### src/design/wsts_pkg.sv
package wsts_pkg;

	// Parser phases, one-hot.
	typedef enum logic [5:0] {
		PH_HEADER = 6'b000001,
		PH_CHUNK  = 6'b000010,
		PH_BODY   = 6'b000100,
		PH_PAD    = 6'b001000,
		PH_DATA   = 6'b010000,
		PH_DRAIN  = 6'b100000
	} phase_t;

	typedef enum logic [1:0] {
		KIND_AUDIO = 2'd0,
		KIND_OK    = 2'd1,
		KIND_ERR   = 2'd2
	} kind_t;

	localparam logic [23:0] TAG_FMT = 24'h746D66;
	localparam logic [23:0] TAG_DAT = 24'h746164;

	localparam logic [31:0] RATE_DEFAULT  = 32'd48000;
	localparam logic [31:0] RATE_MIN      = 32'd8000;
	localparam logic [15:0] CHANNELS_DEFAULT = 16'd2;
	localparam logic [15:0] BITS_DEFAULT  = 16'd16;
	localparam logic [15:0] CHANNELS_MONO = 16'd1;
	localparam logic [15:0] BITS_BYTE     = 16'd8;
	localparam logic [31:0] FMT_MIN_LEN   = 32'd16;

	typedef struct packed {
		kind_t              kind;
		logic signed [15:0] left_sample;
		logic signed [15:0] right_sample;
		logic [15:0]        sample_rate;
		logic               final_res;
	} result_t;

	// Up to two results written to the result queue in one cycle.
	// The second slot is only used when the first one is used too.
	typedef struct packed {
		logic    v0;
		result_t r0;
		logic    v1;
		result_t r1;
	} push_t;

	// Expected bytes of the RIFF file header ("RIFF" .... "WAVE").
	function automatic logic [7:0] hdr_expect(input logic [3:0] idx);
		logic [7:0] val;
		case (idx)
			4'd0: val = 8'h52;
			4'd1: val = 8'h49;
			4'd2: val = 8'h46;
			4'd3: val = 8'h46;
			4'd8: val = 8'h57;
			4'd9: val = 8'h41;
			4'd10: val = 8'h56;
			4'd11: val = 8'h45;
			default: val = 8'h00;
		endcase
		return val;
	endfunction

endpackage

### src/design/wsts_stream_if.sv
interface wsts_byte_if;
	logic       valid;
	logic       ready;
	logic [7:0] in_byte;
	logic       end_of_file;

	modport source (output valid, output in_byte, output end_of_file, input ready);
	modport sink (input valid, input in_byte, input end_of_file, output ready);
endinterface

interface wsts_result_if;
	logic               valid;
	logic               ready;
	logic [1:0]         kind;
	logic signed [15:0] left_sample;
	logic signed [15:0] right_sample;
	logic [15:0]        sample_rate;
	logic               final_res;

	modport source (output valid, output kind, output left_sample, output right_sample,
		output sample_rate, output final_res, input ready);
	modport sink (input valid, input kind, input left_sample, input right_sample,
		input sample_rate, input final_res, output ready);
endinterface

### src/design/wsts_parser.sv
module wsts_parser import wsts_pkg::*; (
	input  logic       clk,
	input  logic       arst_n,
	input  logic       accept,
	input  logic [7:0] in_byte,
	input  logic       end_of_file,
	output push_t      push
);

	phase_t      phase_q, phase_d;
	logic [31:0] byte_count_q, byte_count_d;
	logic [23:0] chunk_tag_q, chunk_tag_d;
	logic [31:0] chunk_length_q, chunk_length_d;
	logic [15:0] channel_count_q, channel_count_d;
	logic [31:0] rate_hz_q, rate_hz_d;
	logic [15:0] bit_depth_q, bit_depth_d;
	logic [31:0] frame_bytes_q, frame_bytes_d;
	logic [1:0]  frame_fill_q, frame_fill_d;

	logic [32:0] bc_inc;
	logic        bc_last;
	logic        stereo, byte_samples, frame_done;
	logic [1:0]  fill_last;
	logic [31:0] fb_new;
	logic [15:0] eff_rate;
	logic [15:0] left_raw, right_raw;
	logic        audio_v, step_fin_v, step_fin_ok, eof_fin_v, eof_fin_ok;
	logic        fin_v, fin_ok;
	result_t     audio_res, fin_res;

	assign bc_inc  = {1'b0, byte_count_q} + 33'd1;
	assign bc_last = bc_inc >= {1'b0, chunk_length_q};

	assign stereo       = channel_count_q != CHANNELS_MONO;
	assign byte_samples = bit_depth_q == BITS_BYTE;
	assign fill_last    = {~byte_samples & stereo, ~byte_samples | stereo};
	assign frame_done   = frame_fill_q >= fill_last;
	assign eff_rate     = (rate_hz_q < RATE_MIN || rate_hz_q > RATE_DEFAULT) ?
		RATE_DEFAULT[15:0] : rate_hz_q[15:0];

	always_comb begin
		case (frame_fill_q)
			2'd0: fb_new = frame_bytes_q | {24'h0, in_byte};
			2'd1: fb_new = frame_bytes_q | {16'h0, in_byte, 8'h0};
			2'd2: fb_new = frame_bytes_q | {8'h0, in_byte, 16'h0};
			default: fb_new = frame_bytes_q | {in_byte, 24'h0};
		endcase
	end

	always_comb begin
		if (byte_samples) begin
			left_raw  = {~fb_new[7], fb_new[6:0], 8'h00};
			right_raw = stereo ? {~fb_new[15], fb_new[14:8], 8'h00} : left_raw;
		end else begin
			left_raw  = fb_new[15:0];
			right_raw = stereo ? fb_new[31:16] : left_raw;
		end
	end

	always_comb begin
		phase_d         = phase_q;
		byte_count_d    = byte_count_q;
		chunk_tag_d     = chunk_tag_q;
		chunk_length_d  = chunk_length_q;
		channel_count_d = channel_count_q;
		rate_hz_d       = rate_hz_q;
		bit_depth_d     = bit_depth_q;
		frame_bytes_d   = frame_bytes_q;
		frame_fill_d    = frame_fill_q;
		audio_v         = 1'b0;
		step_fin_v      = 1'b0;
		step_fin_ok     = 1'b0;
		eof_fin_v       = 1'b0;
		eof_fin_ok      = 1'b0;

		case (phase_q)
			PH_HEADER: begin
				if ((byte_count_q[3:0] inside {[4'd0:4'd3], [4'd8:4'd11]}) &&
					in_byte != hdr_expect(byte_count_q[3:0])) begin
					step_fin_v = 1'b1;
					phase_d    = PH_DRAIN;
				end else if (byte_count_q[3:0] == 4'd11) begin
					byte_count_d = '0;
					phase_d      = PH_CHUNK;
				end else begin
					byte_count_d = bc_inc[31:0];
				end
			end
			PH_CHUNK: begin
				case (byte_count_q[2:0])
					3'd0: chunk_tag_d[7:0] = in_byte;
					3'd1: chunk_tag_d[15:8] = in_byte;
					3'd2: chunk_tag_d[23:16] = in_byte;
					3'd4: chunk_length_d[7:0] = in_byte;
					3'd5: chunk_length_d[15:8] = in_byte;
					3'd6: chunk_length_d[23:16] = in_byte;
					3'd7: chunk_length_d[31:24] = in_byte;
					default: ;
				endcase
				if (byte_count_q[2:0] == 3'd7) begin
					byte_count_d = '0;
					if (chunk_tag_d == TAG_DAT) begin
						frame_bytes_d = '0;
						frame_fill_d  = '0;
						if (chunk_length_d == 32'd0) begin
							step_fin_v  = 1'b1;
							step_fin_ok = 1'b1;
							phase_d     = PH_DRAIN;
						end else begin
							phase_d = PH_DATA;
						end
					end else begin
						phase_d = (chunk_length_d == 32'd0) ? PH_CHUNK : PH_BODY;
					end
				end else begin
					byte_count_d = bc_inc[31:0];
				end
			end
			PH_BODY: begin
				if (chunk_tag_q == TAG_FMT && chunk_length_q >= FMT_MIN_LEN &&
					byte_count_q[31:4] == 28'd0) begin
					case (byte_count_q[3:0])
						4'd2: channel_count_d[7:0] = in_byte;
						4'd3: channel_count_d[15:8] = in_byte;
						4'd4: rate_hz_d[7:0] = in_byte;
						4'd5: rate_hz_d[15:8] = in_byte;
						4'd6: rate_hz_d[23:16] = in_byte;
						4'd7: rate_hz_d[31:24] = in_byte;
						4'd14: bit_depth_d[7:0] = in_byte;
						4'd15: bit_depth_d[15:8] = in_byte;
						default: ;
					endcase
				end
				if (bc_last) begin
					byte_count_d = '0;
					phase_d      = chunk_length_q[0] ? PH_PAD : PH_CHUNK;
				end else begin
					byte_count_d = bc_inc[31:0];
				end
			end
			PH_PAD: begin
				phase_d = PH_CHUNK;
			end
			PH_DATA: begin
				if (frame_done) begin
					audio_v       = 1'b1;
					frame_bytes_d = '0;
					frame_fill_d  = '0;
				end else begin
					frame_bytes_d = fb_new;
					frame_fill_d  = frame_fill_q + 2'd1;
				end
				byte_count_d = bc_inc[31:0];
				if (bc_last) begin
					step_fin_v  = 1'b1;
					step_fin_ok = 1'b1;
					phase_d     = PH_DRAIN;
				end
			end
			default: ;
		endcase

		if (end_of_file) begin
			if (phase_d == PH_DATA) begin
				eof_fin_v  = 1'b1;
				eof_fin_ok = 1'b1;
			end else if (phase_d != PH_DRAIN) begin
				eof_fin_v = 1'b1;
			end
			phase_d         = PH_HEADER;
			byte_count_d    = '0;
			chunk_tag_d     = '0;
			chunk_length_d  = '0;
			channel_count_d = CHANNELS_DEFAULT;
			rate_hz_d       = RATE_DEFAULT;
			bit_depth_d     = BITS_DEFAULT;
			frame_bytes_d   = '0;
			frame_fill_d    = '0;
		end
	end

	// At most one finish per byte: a finish from the step sends the parser
	// to the drain phase, where the end of the file adds nothing.
	assign fin_v  = step_fin_v | eof_fin_v;
	assign fin_ok = step_fin_v ? step_fin_ok : eof_fin_ok;

	always_comb begin
		audio_res.kind         = KIND_AUDIO;
		audio_res.left_sample  = left_raw;
		audio_res.right_sample = right_raw;
		audio_res.sample_rate  = eff_rate;
		audio_res.final_res    = 1'b0;

		fin_res.kind         = fin_ok ? KIND_OK : KIND_ERR;
		fin_res.left_sample  = '0;
		fin_res.right_sample = '0;
		fin_res.sample_rate  = fin_ok ? eff_rate : 16'd0;
		fin_res.final_res    = 1'b1;

		push.v0 = accept & (audio_v | fin_v);
		push.r0 = audio_v ? audio_res : fin_res;
		push.v1 = accept & audio_v & fin_v;
		push.r1 = fin_res;
	end

	always_ff @(posedge clk or negedge arst_n) begin
		if (!arst_n) begin
			phase_q         <= PH_HEADER;
			byte_count_q    <= '0;
			chunk_tag_q     <= '0;
			chunk_length_q  <= '0;
			channel_count_q <= CHANNELS_DEFAULT;
			rate_hz_q       <= RATE_DEFAULT;
			bit_depth_q     <= BITS_DEFAULT;
			frame_bytes_q   <= '0;
			frame_fill_q    <= '0;
		end else if (accept) begin
			phase_q         <= phase_d;
			byte_count_q    <= byte_count_d;
			chunk_tag_q     <= chunk_tag_d;
			chunk_length_q  <= chunk_length_d;
			channel_count_q <= channel_count_d;
			rate_hz_q       <= rate_hz_d;
			bit_depth_q     <= bit_depth_d;
			frame_bytes_q   <= frame_bytes_d;
			frame_fill_q    <= frame_fill_d;
		end
	end

endmodule

### src/design/wsts_result_fifo.sv
module wsts_result_fifo import wsts_pkg::*; #(
	parameter int DEPTH = 4
) (
	input  logic    clk,
	input  logic    arst_n,
	input  push_t   push,
	output logic    room,
	output result_t head,
	output logic    head_valid,
	input  logic    pop
);

	localparam int PW = (DEPTH > 1) ? $clog2(DEPTH) : 1;
	localparam int CW = $clog2(DEPTH + 1);

	result_t         mem_q [DEPTH];
	logic [PW-1:0]   wr_ptr_q, rd_ptr_q, wr_next, wr_next2;
	logic [CW-1:0]   count_q;
	logic            do_pop;

	function automatic logic [PW-1:0] wrap_inc(input logic [PW-1:0] p);
		return (p == PW'(DEPTH - 1)) ? '0 : p + 1'b1;
	endfunction

	assign wr_next    = wrap_inc(wr_ptr_q);
	assign wr_next2   = wrap_inc(wr_next);
	assign head       = mem_q[rd_ptr_q];
	assign head_valid = count_q != '0;
	assign do_pop     = pop & head_valid;
	// Room for the two results that one byte can cause.
	assign room       = count_q <= CW'(DEPTH - 2);

	always_ff @(posedge clk) begin
		if (push.v0) begin
			mem_q[wr_ptr_q] <= push.r0;
		end
		if (push.v1) begin
			mem_q[wr_next] <= push.r1;
		end
	end

	always_ff @(posedge clk or negedge arst_n) begin
		if (!arst_n) begin
			wr_ptr_q <= '0;
			rd_ptr_q <= '0;
			count_q  <= '0;
		end else begin
			if (push.v1) begin
				wr_ptr_q <= wr_next2;
			end else if (push.v0) begin
				wr_ptr_q <= wr_next;
			end
			if (do_pop) begin
				rd_ptr_q <= wrap_inc(rd_ptr_q);
			end
			count_q <= count_q + CW'(push.v0) + CW'(push.v1) - CW'(do_pop);
		end
	end

endmodule

### src/design/wav_stream_to_stereo16.sv
// Streaming WAV parser: feed the file one byte per transaction on byte_chan, with
// end_of_file set on the last byte, and take 16-bit stereo frames plus exactly one
// finish result per file from result_chan. The block takes one byte every cycle;
// each byte is parsed in the cycle it is accepted and its results (none, one or two)
// go into a small result queue that drains at one result per cycle while the sink
// is ready. A byte that completes a frame and also ends the file yields two
// results, so byte_chan ready drops only while the queue has fewer than two free
// slots. There is no start-up pass after reset: the first byte can follow at once.
module wav_stream_to_stereo16 import wsts_pkg::*; #(
	// Result queue depth, at least 2; 4 or more keeps one byte per cycle while result_chan stays ready.
	parameter int RESULT_DEPTH = 4
) (
	input logic          clk,
	input logic          arst_n,
	wsts_byte_if.sink    byte_chan,
	wsts_result_if.source result_chan
);

	logic    accept;
	logic    room;
	push_t   push;
	result_t head;
	logic    head_valid;

	// A byte transaction completes when the queue can take its worst case.
	assign byte_chan.ready = room;
	assign accept          = byte_chan.valid & room;

	// The parser holds the file walk state: header check, chunk headers,
	// fmt fields, and the partial frame being assembled from data bytes.
	wsts_parser u_parser (
		.clk         (clk),
		.arst_n      (arst_n),
		.accept      (accept),
		.in_byte     (byte_chan.in_byte),
		.end_of_file (byte_chan.end_of_file),
		.push        (push)
	);

	// The result queue decouples the byte side from a stalled result sink.
	wsts_result_fifo #(
		.DEPTH (RESULT_DEPTH)
	) u_result_fifo (
		.clk        (clk),
		.arst_n     (arst_n),
		.push       (push),
		.room       (room),
		.head       (head),
		.head_valid (head_valid),
		.pop        (result_chan.ready)
	);

	assign result_chan.valid        = head_valid;
	assign result_chan.kind         = head.kind;
	assign result_chan.left_sample  = head.left_sample;
	assign result_chan.right_sample = head.right_sample;
	assign result_chan.sample_rate  = head.sample_rate;
	assign result_chan.final_res    = head.final_res;

endmodule

### src/flat_wrapper.sv
// flat-port wrapper written by rule: the top's interface ports become plain ports
module wav_stream_to_stereo16_flat import wsts_pkg::*;
#(
	                                                                                                    
	parameter int RESULT_DEPTH = 4
)
  (clk, arst_n, byte_chan_valid, byte_chan_in_byte, byte_chan_end_of_file, byte_chan_ready, result_chan_valid, result_chan_kind, result_chan_left_sample, result_chan_right_sample, result_chan_sample_rate, result_chan_final_res, result_chan_ready);
  wsts_byte_if byte_chan_i ();
  wsts_result_if result_chan_i ();
  input logic clk;
  input logic arst_n;
  input wire logic [$bits(byte_chan_i.valid)-1:0] byte_chan_valid;
  input wire logic [$bits(byte_chan_i.in_byte)-1:0] byte_chan_in_byte;
  input wire logic [$bits(byte_chan_i.end_of_file)-1:0] byte_chan_end_of_file;
  output wire logic [$bits(byte_chan_i.ready)-1:0] byte_chan_ready;
  output wire logic [$bits(result_chan_i.valid)-1:0] result_chan_valid;
  output wire logic [$bits(result_chan_i.kind)-1:0] result_chan_kind;
  output wire logic [$bits(result_chan_i.left_sample)-1:0] result_chan_left_sample;
  output wire logic [$bits(result_chan_i.right_sample)-1:0] result_chan_right_sample;
  output wire logic [$bits(result_chan_i.sample_rate)-1:0] result_chan_sample_rate;
  output wire logic [$bits(result_chan_i.final_res)-1:0] result_chan_final_res;
  input wire logic [$bits(result_chan_i.ready)-1:0] result_chan_ready;
  assign byte_chan_i.valid = byte_chan_valid;
  assign byte_chan_i.in_byte = byte_chan_in_byte;
  assign byte_chan_i.end_of_file = byte_chan_end_of_file;
  assign byte_chan_ready = byte_chan_i.ready;
  assign result_chan_valid = result_chan_i.valid;
  assign result_chan_kind = result_chan_i.kind;
  assign result_chan_left_sample = result_chan_i.left_sample;
  assign result_chan_right_sample = result_chan_i.right_sample;
  assign result_chan_sample_rate = result_chan_i.sample_rate;
  assign result_chan_final_res = result_chan_i.final_res;
  assign result_chan_i.ready = result_chan_ready;
  wav_stream_to_stereo16 #(.RESULT_DEPTH(RESULT_DEPTH)) u_core (.clk(clk), .arst_n(arst_n), .byte_chan(byte_chan_i), .result_chan(result_chan_i));
endmodule
### config.mk
export PLATFORM = sky130hd
export DESIGN_NAME = wav_stream_to_stereo16_flat
export DESIGN_NICKNAME = d
export VERILOG_FILES = /design/src/design/wsts_pkg.sv /design/src/design/wsts_stream_if.sv /design/src/design/wsts_parser.sv /design/src/design/wsts_result_fifo.sv /design/src/design/wav_stream_to_stereo16.sv /design/src/flat_wrapper.sv
export SDC_FILE = /design/constraint.sdc
export NUM_CORES = 1
export LEC_CHECK = 0
export BUFFER_PORTS_ARGS = -buffer_cell sky130_fd_sc_hd__buf_4
export CAP_MARGIN = 10
export CORE_MARGIN = 2
export CORE_UTILIZATION = 65
export CTS_BUF_LIST = sky130_fd_sc_hd__clkbuf_8
export CTS_CLUSTER_SIZE = 28
export DETAILED_ROUTE_END_ITERATION = 6
export PLACE_DENSITY = 0.83
export SYNTH_ARGS = -nofsm -noshare
export SYNTH_HDL_FRONTEND = slang
export SYNTH_SLANG_ARGS = --single-unit
export TNS_END_PERCENT = 100
### constraint.sdc
create_clock -name clk -period 8.4 [get_ports clk]
set_input_delay 1.68 -clock clk [delete_from_list [all_inputs] [get_ports clk]]
set_output_delay 1.68 -clock clk [all_outputs]
set_load 0.05 [all_outputs]
# Word level (Yosys, flattened, before mapping)
# Memories as Yosys holds them, arrays and structs flattened.
# Index checks and enable logic that the tools add are counted.
# W data, S select, Z words.
[word_totals]
mem_count = 2
inputBits = 13
rom_bits = 96
register_bits = 199
out_inout_bits = 53
ramBits = 204
[memory_table]
columns = ["memory", "depth", "width", "read_ports", "rd_ports_with_merged_regs", "wr", "line_no", "text"]
rows = [
  ["u_core.u_result_fifo.mem_q", 4, 51, 1, 0, 2, "wsts_result_fifo.sv:16", "result_t mem_q [DEPTH];"],
  ["(name not given)", 16, 6, 1, 0, 0, "wsts_pkg.sv:50", "case (idx)"],
]
[op_classes]
bitwise_logic = 16
order_cmp = 10
n_reduce_logical = 37
n_eq_ne = 35
addsub = 8
muxes = 96
[ops]
columns = ["op", "count"]
rows = [
  ["$mux W32", 14],
  ["$mux W16", 12],
  ["$mux W8", 23],
  ["$pmux W32 S4", 1],
  ["$pmux W32 S3", 1],
  ["$pmux W32 S2", 1],
  ["$mux W51", 1],
  ["$eq A24 B23 Y1 const B", 2],
  ["$mux W24", 2],
  ["$mux W6", 8],
  ["$reduce_and A4 Y1", 9],
  ["$add A32 B1 Y33 const B", 1],
  ["$ge A33 B32 Y1", 1],
  ["$ge A32 B5 Y1 const B", 1],
  ["$gt A32 B16 Y1 const B", 1],
  ["$logic_not A32 Y1", 1],
  ["$lt A32 B13 Y1 const B", 1],
  ["$or A32 B16 Y32", 1],
  ["$or A32 B24 Y32", 1],
  ["$or A32 B32 Y32", 1],
  ["$or A32 B8 Y32", 1],
  ["$pmux W6 S5", 1],
  ["$logic_not A28 Y1", 1],
  ["$reduce_bool A2 Y1", 13],
  ["other kinds (45)", 103],
]

# Longest topological paths before layout
# Gate-level depths: netlist (run 1).
[logic_depth]
word_depth = 18
depth_mapped = 25
mapped_depth_nobuf = 21

# Cells and area by module
# Synthesis (run 1) repeated with hierarchy kept, for this count alone.
[unflattened]
cells_unflattened = 1842
hier_area_um2 = 22481.6
[by_module_without_submodules]
columns = ["module", "seq_area_each_um2", "n_inst", "area_each_um2", "cells_each"]
rows = [
  ["wsts_parser", 4817.1, 1, 11990.2, 1295],
  ["wsts_result_fifo", 6301.0, 1, 10485.1, 546],
  ["wav_stream_to_stereo16", 0.0, 1, 6.3, 1],
]

# Least setup slack after synthesis (run 1)
# Ideal clock, no wire load.
[synth_path]
kind = "flip-flop to flip-flop"
from = "reg u_core.u_parser.byte_count_q[2]"
to = "mem u_core.u_result_fifo.mem_q[2][10] in the netlist's numbering, enable pin"
slack_ns = 2.526
period_less_slack_ns = 5.874
stages_incl_launch_ff = 24
arrival_ns = 5.548
t_required_ns = 8.074
path_cell_list = "dfrtp_1 buf_2 clkbuf_1 clkbuf_1 nand3_1 nor2_1 and2_1 and3_1 nand2_1 nor3_1 nand3_1 xnor2_1 ha_1 nand3_1 nor3_1 a221oi_1 o211ai_1 or3_1 o32ai_1 nand4_1 buf_2 a21oi_2 buf_2 inv_1"
[synth_rtl]
columns = ["item", "line_no", "text"]
rows = [
  ["start: declaration", "wsts_parser.sv:11", "logic [31:0] byte_count_q, byte_count_d;"],
  ["start signal: assignment", "wsts_parser.sv:219", "byte_count_q <= byte_count_d;"],
  ["end: declaration", "wsts_result_fifo.sv:16", ""],
]

==> results of run 1 <==
==> worst paths after layout <==
check,to,depth (start not counted)
worst max register to register,u_core.u_result_fifo.mem_q[1][6],18
worst min register to register,u_core.u_parser.frame_bytes_q[26],2
worst min-delay path,u_core.u_parser.frame_bytes_q[26],2
worst max-delay path,u_core.u_result_fifo.mem_q[1][6],18
min in group asynchronous,u_core.u_parser.chunk_length_q[16],1
max in group asynchronous,u_core.u_parser.frame_bytes_q[28],2
==> state kept, by name (all words and copies together) (netlist names), 16 cells and up <==
| signal | count |
|---|---|
| u_core.u_result_fifo.mem_q | 204 |
| u_core.u_parser.byte_count_q | 32 |
| u_core.u_parser.chunk_length_q | 32 |
| u_core.u_parser.frame_bytes_q | 32 |
| u_core.u_parser.rate_hz_q | 32 |
| u_core.u_parser.chunk_tag_q | 24 |
| u_core.u_parser.bit_depth_q | 16 |
| u_core.u_parser.channel_count_q | 16 |
==> power groups by stage <==
stage               Sequential [W]  Clock [W]  Combinational (W)
detailed placement         0.00246          0            0.00179
floorplan                  0.00236          0            0.00143
global route               0.00246    0.00179            0.00196
CTS                        0.00243    0.00171            0.00180
global placement           0.00244          0            0.00175
finish                     0.00244    0.00169            0.00182
==> final cells by class <==
cell class                 count  share of cell area, %
tap                          442                  2.408
sequential                   403                  42.67
clock buffer                  79                  4.734
multi-input combinational   1393                  45.29
clock inverter                42                 0.9479
inverter                      60                 0.9806
timing repair buffer          90                  2.969
==> cells in the final DEF (no fill, tap or decap), types with 43 or more instances in the layout <==
cell	n
mux2_2	58
nor2_1	108
mux4_2	51
o211ai_1	89
buf_4	89
inv_1	87
clkbuf_8	80
ha_1	51
a31o_1	43
dfxtp_1	132
a22o_1	76
nor4_1	73
o21ai_0	60
o31ai_1	102
nor3_1	69
edfxtp_1	72
a21oi_1	104
dfrtp_1	187
nand2_1	122
==> metrics by stage <==
step | std cells | utilization [%]
2_1_floorplan | 2044 | -
3_3_place_gp | 2388 | 66.92
3_5_place_dp | 2388 | 66.92
4_1_cts | 2509 | 70.95
5_1_grt | 2509 | 70.95
6_report | 2509 | 70.95
==> routing by layer <==
layer  vias up  share of wire, %
li1       7753                 -
met1      8637                41
met5         -                 0
met4         0               3.4
met2      1041                46
met3       163                10
==> logic make-up (layout without fill, tap and decap cells) <==
kind of cell,count (synthesis),after routing
AND/OR/NAND/NOR,630,630
AO/OA/AOI/OAI,568,568
flip-flops,403,403
buffers and inverters,248,271
multiplexers,111,111
adder cells (fa/ha/maj),53,53
XOR/XNOR,31,31
==> critical path, stage by stage, from the launching register on <==
cell and delay, ps:
dfrtp_1 680, nand2_1 100, nor2_1 240, and2_1 280, and3_1 280, nand2_1 140
nor3_1 370, nand3_1 150, xnor2_1 210, ha_1 270, nand3_1 140, nor3_1 80
a221oi_1 280, o211ai_1 200, or3_1 520, o32ai_1 520, nand4_1 620, a21oi_2 890
inv_1 600
==> impl_metrics.ini, run 1 <==
[timing]
setup_viol = 0
setup_ws_ps = 1417
clock_skew_ps = 32.63
min_period_ps = 6983
drv_slew = 0
max_freq_mhz = 143.2
max_slew_margin_pct = 15.72
worst_pin_slew_ps = 1263
fin_crit_sh_pct = 83.14
tns_ps = 0
hold_viol_final = 0
rsz0062_at_grt = false
whs_ps = 471.7

[place]
io_buffers = 65
place_hpwl_um = 36250
place_congestion = 0.9513
preCtsSetupSlack_ps = 1469
dpl_cell_area_mm2 = 0.02166

[cells_and_area]
antenna_cells = 0
multi_input_comb_area_mm2 = 0.01040
layout-drive-gt1-share_pct = 17.76
area_growth_pct = 7.913
regArea_mm2 = 0.009799
stdcell_area_mm2 = 0.02297
layout.nets = 2081
nFillCells = 2315

[setup_path]
r2r_start = u_core.u_parser.byte_count_q[3]
rrSetupSlack_ps = 1420
cp-end-kind = register
cp.arrival_ps = 7180
crit_type = register to register
setup.worst_path.start_class = register
path_max_fanout = 19
critPathRequiredTime_ps = 8600
setup.worst_path.start = u_core.u_parser.byte_count_q[3]

[synthesis]
synth.distinct_cells = 84
synth_ff_type = dfrtp_1
yosysMostFrequentCell = dfrtp_1
syn_avg_cell_area_um2 = 10.41
yosysWarnings = 0
synth_fa_ha_area_share_pct = 3.186
seq_area_frac_synth_pct = 46.03
async_flop_share_pct = 49.38
synth-simple-area-share_pct = 16.58
synth_top_area_cell = dfrtp_1
synth_top_family_by_area = compound AO/OA/AOI/OAI gates
synthMuxAreaShare_pct = 8.566
synth_area_mm2 = 0.02128
synthXorXnorAreaFrac_pct = 1.276
synth_compound_area_share_pct = 19.17
synth_top_area_share_pct = 22.22
syn-instance-count = 2044
ys_top_cells_by_area = dfrtp_1, dfxtp_1, edfxtp_1, mux4_2, o31ai_1
synth_common_cells = dfrtp_1, dfxtp_1, clkbuf_1, nand2_1, nor2_1
postSynthNetCount = 2110
ys_ff_latch = 403
synth_edf_count = 72

[route]
drc = 0
drt_first_pass_iters = 6
vias = 17590
ant_nets = 0
wl_per_cell_um = 22.80
routed_wl_um = 57200
drt_iter0_markers = 2216
vias_per_cell = 7.012

[pwr]
power_frac_comb_pct = 30.7
power_w = 0.005953
power_density_mw_per_mm2 = 259.2
internal_power_w = 0.003773
irDropWorstVdd_uv = 201.8
p_clk_share_pct = 28.4
power_leakage_nw = 8.954
pwr-share-seq_pct = 40.9
switching_share_pct = 36.62
p_sw_w = 0.002180

[floorplan]
die_w_um = 185.0
core_mm2 = 0.03237
row_count = 66
io_pins = 66
die_h_um = 185.0
die-area_mm2 = 0.03421
initial_utilization_pct = 65.75

[job]
drv_cap = 0

[cts]
root_buffer = clkbuf_8
cts_htree_levels = 3
clock_latency_ps = 620
ctsHoldBuffers = 0
cts_buffer_depth = 3
cts_sinks = 403
path_clk_slew_ps = 60
numCtsBuffers = 67
post_cts_resized = 0
postCtsSetupBuffers = 0
cts_tree = yes

[grt]
grt_use_met3_pct = 6.449
track_usage_pct = 33.52
met2_usage_pct = 51.57
antenna_found_initial = 0
grt_busiest_layer = met2
grt_pass1_vias = 16730
grt_start_max_net_pins = 126
grt_pass1_wl_um = 90080
grt_overflow = 0
met1_usage_pct = 46.53

[hold_path]
hold_path_class = register to register
hold_start = u_core.u_parser.frame_bytes_q[26]

[outcome]
status = finished clean
(Power assumes the default switching activity.)
==> run 2, diff against run 1 <==
==> constraint.sdc (replaced) <==
create_clock -name clk -period 6.8 [get_ports clk]
set_input_delay 1.36 -clock clk [delete_from_list [all_inputs] [get_ports clk]]
set_output_delay 1.36 -clock clk [all_outputs]
set_load 0.05 [all_outputs]
==> impl_metrics.ini, run 2 (synthesized netlist as in run 1, its figures left out) <==
[outcome]
status = finished clean

[timing]
rsz0062_at_grt = false
max_freq_mhz = 160.7
drv_slew = 0
worst_pin_slew_ps = 1239
fin_crit_sh_pct = 91.51
max_slew_margin_pct = 17.15
setup_viol = 0
hold_viol_final = 0
tns_ps = 0
clock_skew_ps = 40.32
min_period_ps = 6223

[place]
place_hpwl_um = 36030
io_buffers = 65
place_congestion = 0.9171

[route]
drt_iter0_markers = 2276
routed_wl_um = 58510
vias_per_cell = 7.042
vias = 17750
drc = 0
wl_per_cell_um = 23.21
ant_nets = 0
drt_first_pass_iters = 6

[cts]
cts_tree = yes
cts_buffer_depth = 3
clock_latency_ps = 610
cts_sinks = 403
numCtsBuffers = 67
cts_htree_levels = 3
path_clk_slew_ps = 60
root_buffer = clkbuf_8
ctsHoldBuffers = 0

[cells_and_area]
regArea_mm2 = 0.009801
fin_util_pct = 71.27
layout.nets = 2094
layout_commonest_cell = dfrtp_1
largest_reg_flops = 204
max_flop_register = u_core.u_result_fifo.mem_q
layout-drive-gt1-share_pct = 18.18
nFillCells = 2314
multi_input_comb_area_mm2 = 0.01041
area_growth_pct = 8.401
final_cell_mix = dfrtp_1, dfxtp_1, nand2_1, nor2_1, a21oi_1
antenna_cells = 0

[floorplan]
die-area_mm2 = 0.03421
initial_utilization_pct = 65.75
row_count = 66
die_h_um = 185.0
io_pins = 66
die_w_um = 185.0
core_mm2 = 0.03237

[pwr]
p_clk_share_pct = 28.3
p_sw_w = 0.002719
power_frac_comb_pct = 30.6
irDropWorstVdd_uv = 230.9
pwr-share-seq_pct = 41.1
power_leakage_nw = 9.028
switching_share_pct = 36.78
power_density_mw_per_mm2 = 320.5
internal_power_w = 0.004674

[grt]
grt_pass1_wl_um = 91960
antenna_found_initial = 0
grt_start_max_net_pins = 78
grt_overflow = 0
grt_pass1_vias = 16830
track_usage_pct = 34.23

[setup_path]
cp.arrival_ps = 6720
path_max_fanout = 30
setup.worst_path.start_class = register
rrSetupSlack_ps = 580
reg2reg_to = u_core.u_result_fifo.count_q[2]
crit_type = register to register
reg2regPathDepth = 18
critPathRequiredTime_ps = 7300
cp-end-kind = register
setup.worst_path.end = u_core.u_result_fifo.count_q[2]
setup.worst_path.start = u_core.u_parser.byte_count_q[0]
r2r_start = u_core.u_parser.byte_count_q[0]

[hold_path]
hold_path_class = register to register

[job]
drv_cap = 0
[run 2: worst min-delay path by stage]
stage	to	from	cells past startpoint	slack (ps)
finish	u_core.u_result_fifo.mem_q[1][39]	u_core.u_result_fifo.mem_q[1][39]	1	470
global placement	u_core.u_parser.frame_bytes_q[0]	u_core.u_parser.frame_bytes_q[0]	2	450
global route	u_core.u_result_fifo.mem_q[1][39]	u_core.u_result_fifo.mem_q[1][39]	1	480
CTS	u_core.u_result_fifo.mem_q[1][39]	u_core.u_result_fifo.mem_q[1][39]	1	470
detailed placement	u_core.u_result_fifo.mem_q[1][39]	u_core.u_result_fifo.mem_q[1][39]	1	460
floorplan	u_core.u_parser.frame_bytes_q[0]	u_core.u_parser.frame_bytes_q[0]	2	440
[run 2: final cells by class]
class	count	area share (%)
Tap cell	442	2.397
Sequential cell	403	42.48
Inverter	60	0.9762
Clock buffer	83	4.951
Clock inverter	37	0.6996
Multi-Input combinational cell	1393	45.12
Timing Repair Buffer	103	3.379
[run 2: metal layers]
metal	global-route usage (%)	share of wire [%]
met5	0	0
met4	11.94	2.9
met3	8.140	11
met2	51.96	45
met1	48.43	40
[run 2: power by group through the flow]
stage	clock network, W	registers (W)	logic, W
detailed placement	0	0.00307	0.00221
finish	0.00209	0.00304	0.00226
CTS	0.00210	0.00303	0.00222
global placement	0	0.00305	0.00214
global route	0.00222	0.00308	0.00241
floorplan	0	0.00292	0.00177
[run 2: stage by stage]
stage                     total power, W  std cells  setup WS, ps  area (um2)  hold WS, ps
after global placement          0.005192       2399         759.8       21740        452.6
final                           0.007394       2521         577.0       23070        467.2
after detailed placement        0.005282       2399         589.3       21740        457.8
after floorplan                 0.004686       2044         925.6       21280        442.1
after CTS                       0.007351       2519         549.7       23040        471.3
after global routing            0.007709       2521         68.82       23070        478.5
[run 2: repair_timing]
item | 4_1_cts | 5_1_grt
endpoints found under the hold margin | 0 | 0
endpoints found under the setup margin | 0 | 73
resized for setup | 0 | 3
setup buffers | 0 | 2
[run 2: critical path, stage by stage, from the launching register on]
cell       delay [ps]
dfrtp_1           470
ha_1              310
and3_1            200
and3_1            350
nand3_1           280
xnor2_1           260
ha_1              280
nand4_1           150
inv_1              50
a2111oi_0         750
o21ai_0           330
or3_1             470
o32ai_1           470
and4_4            540
or3_1             210
inv_1              80
fa_1              390
fa_1              390
xnor2_1           140
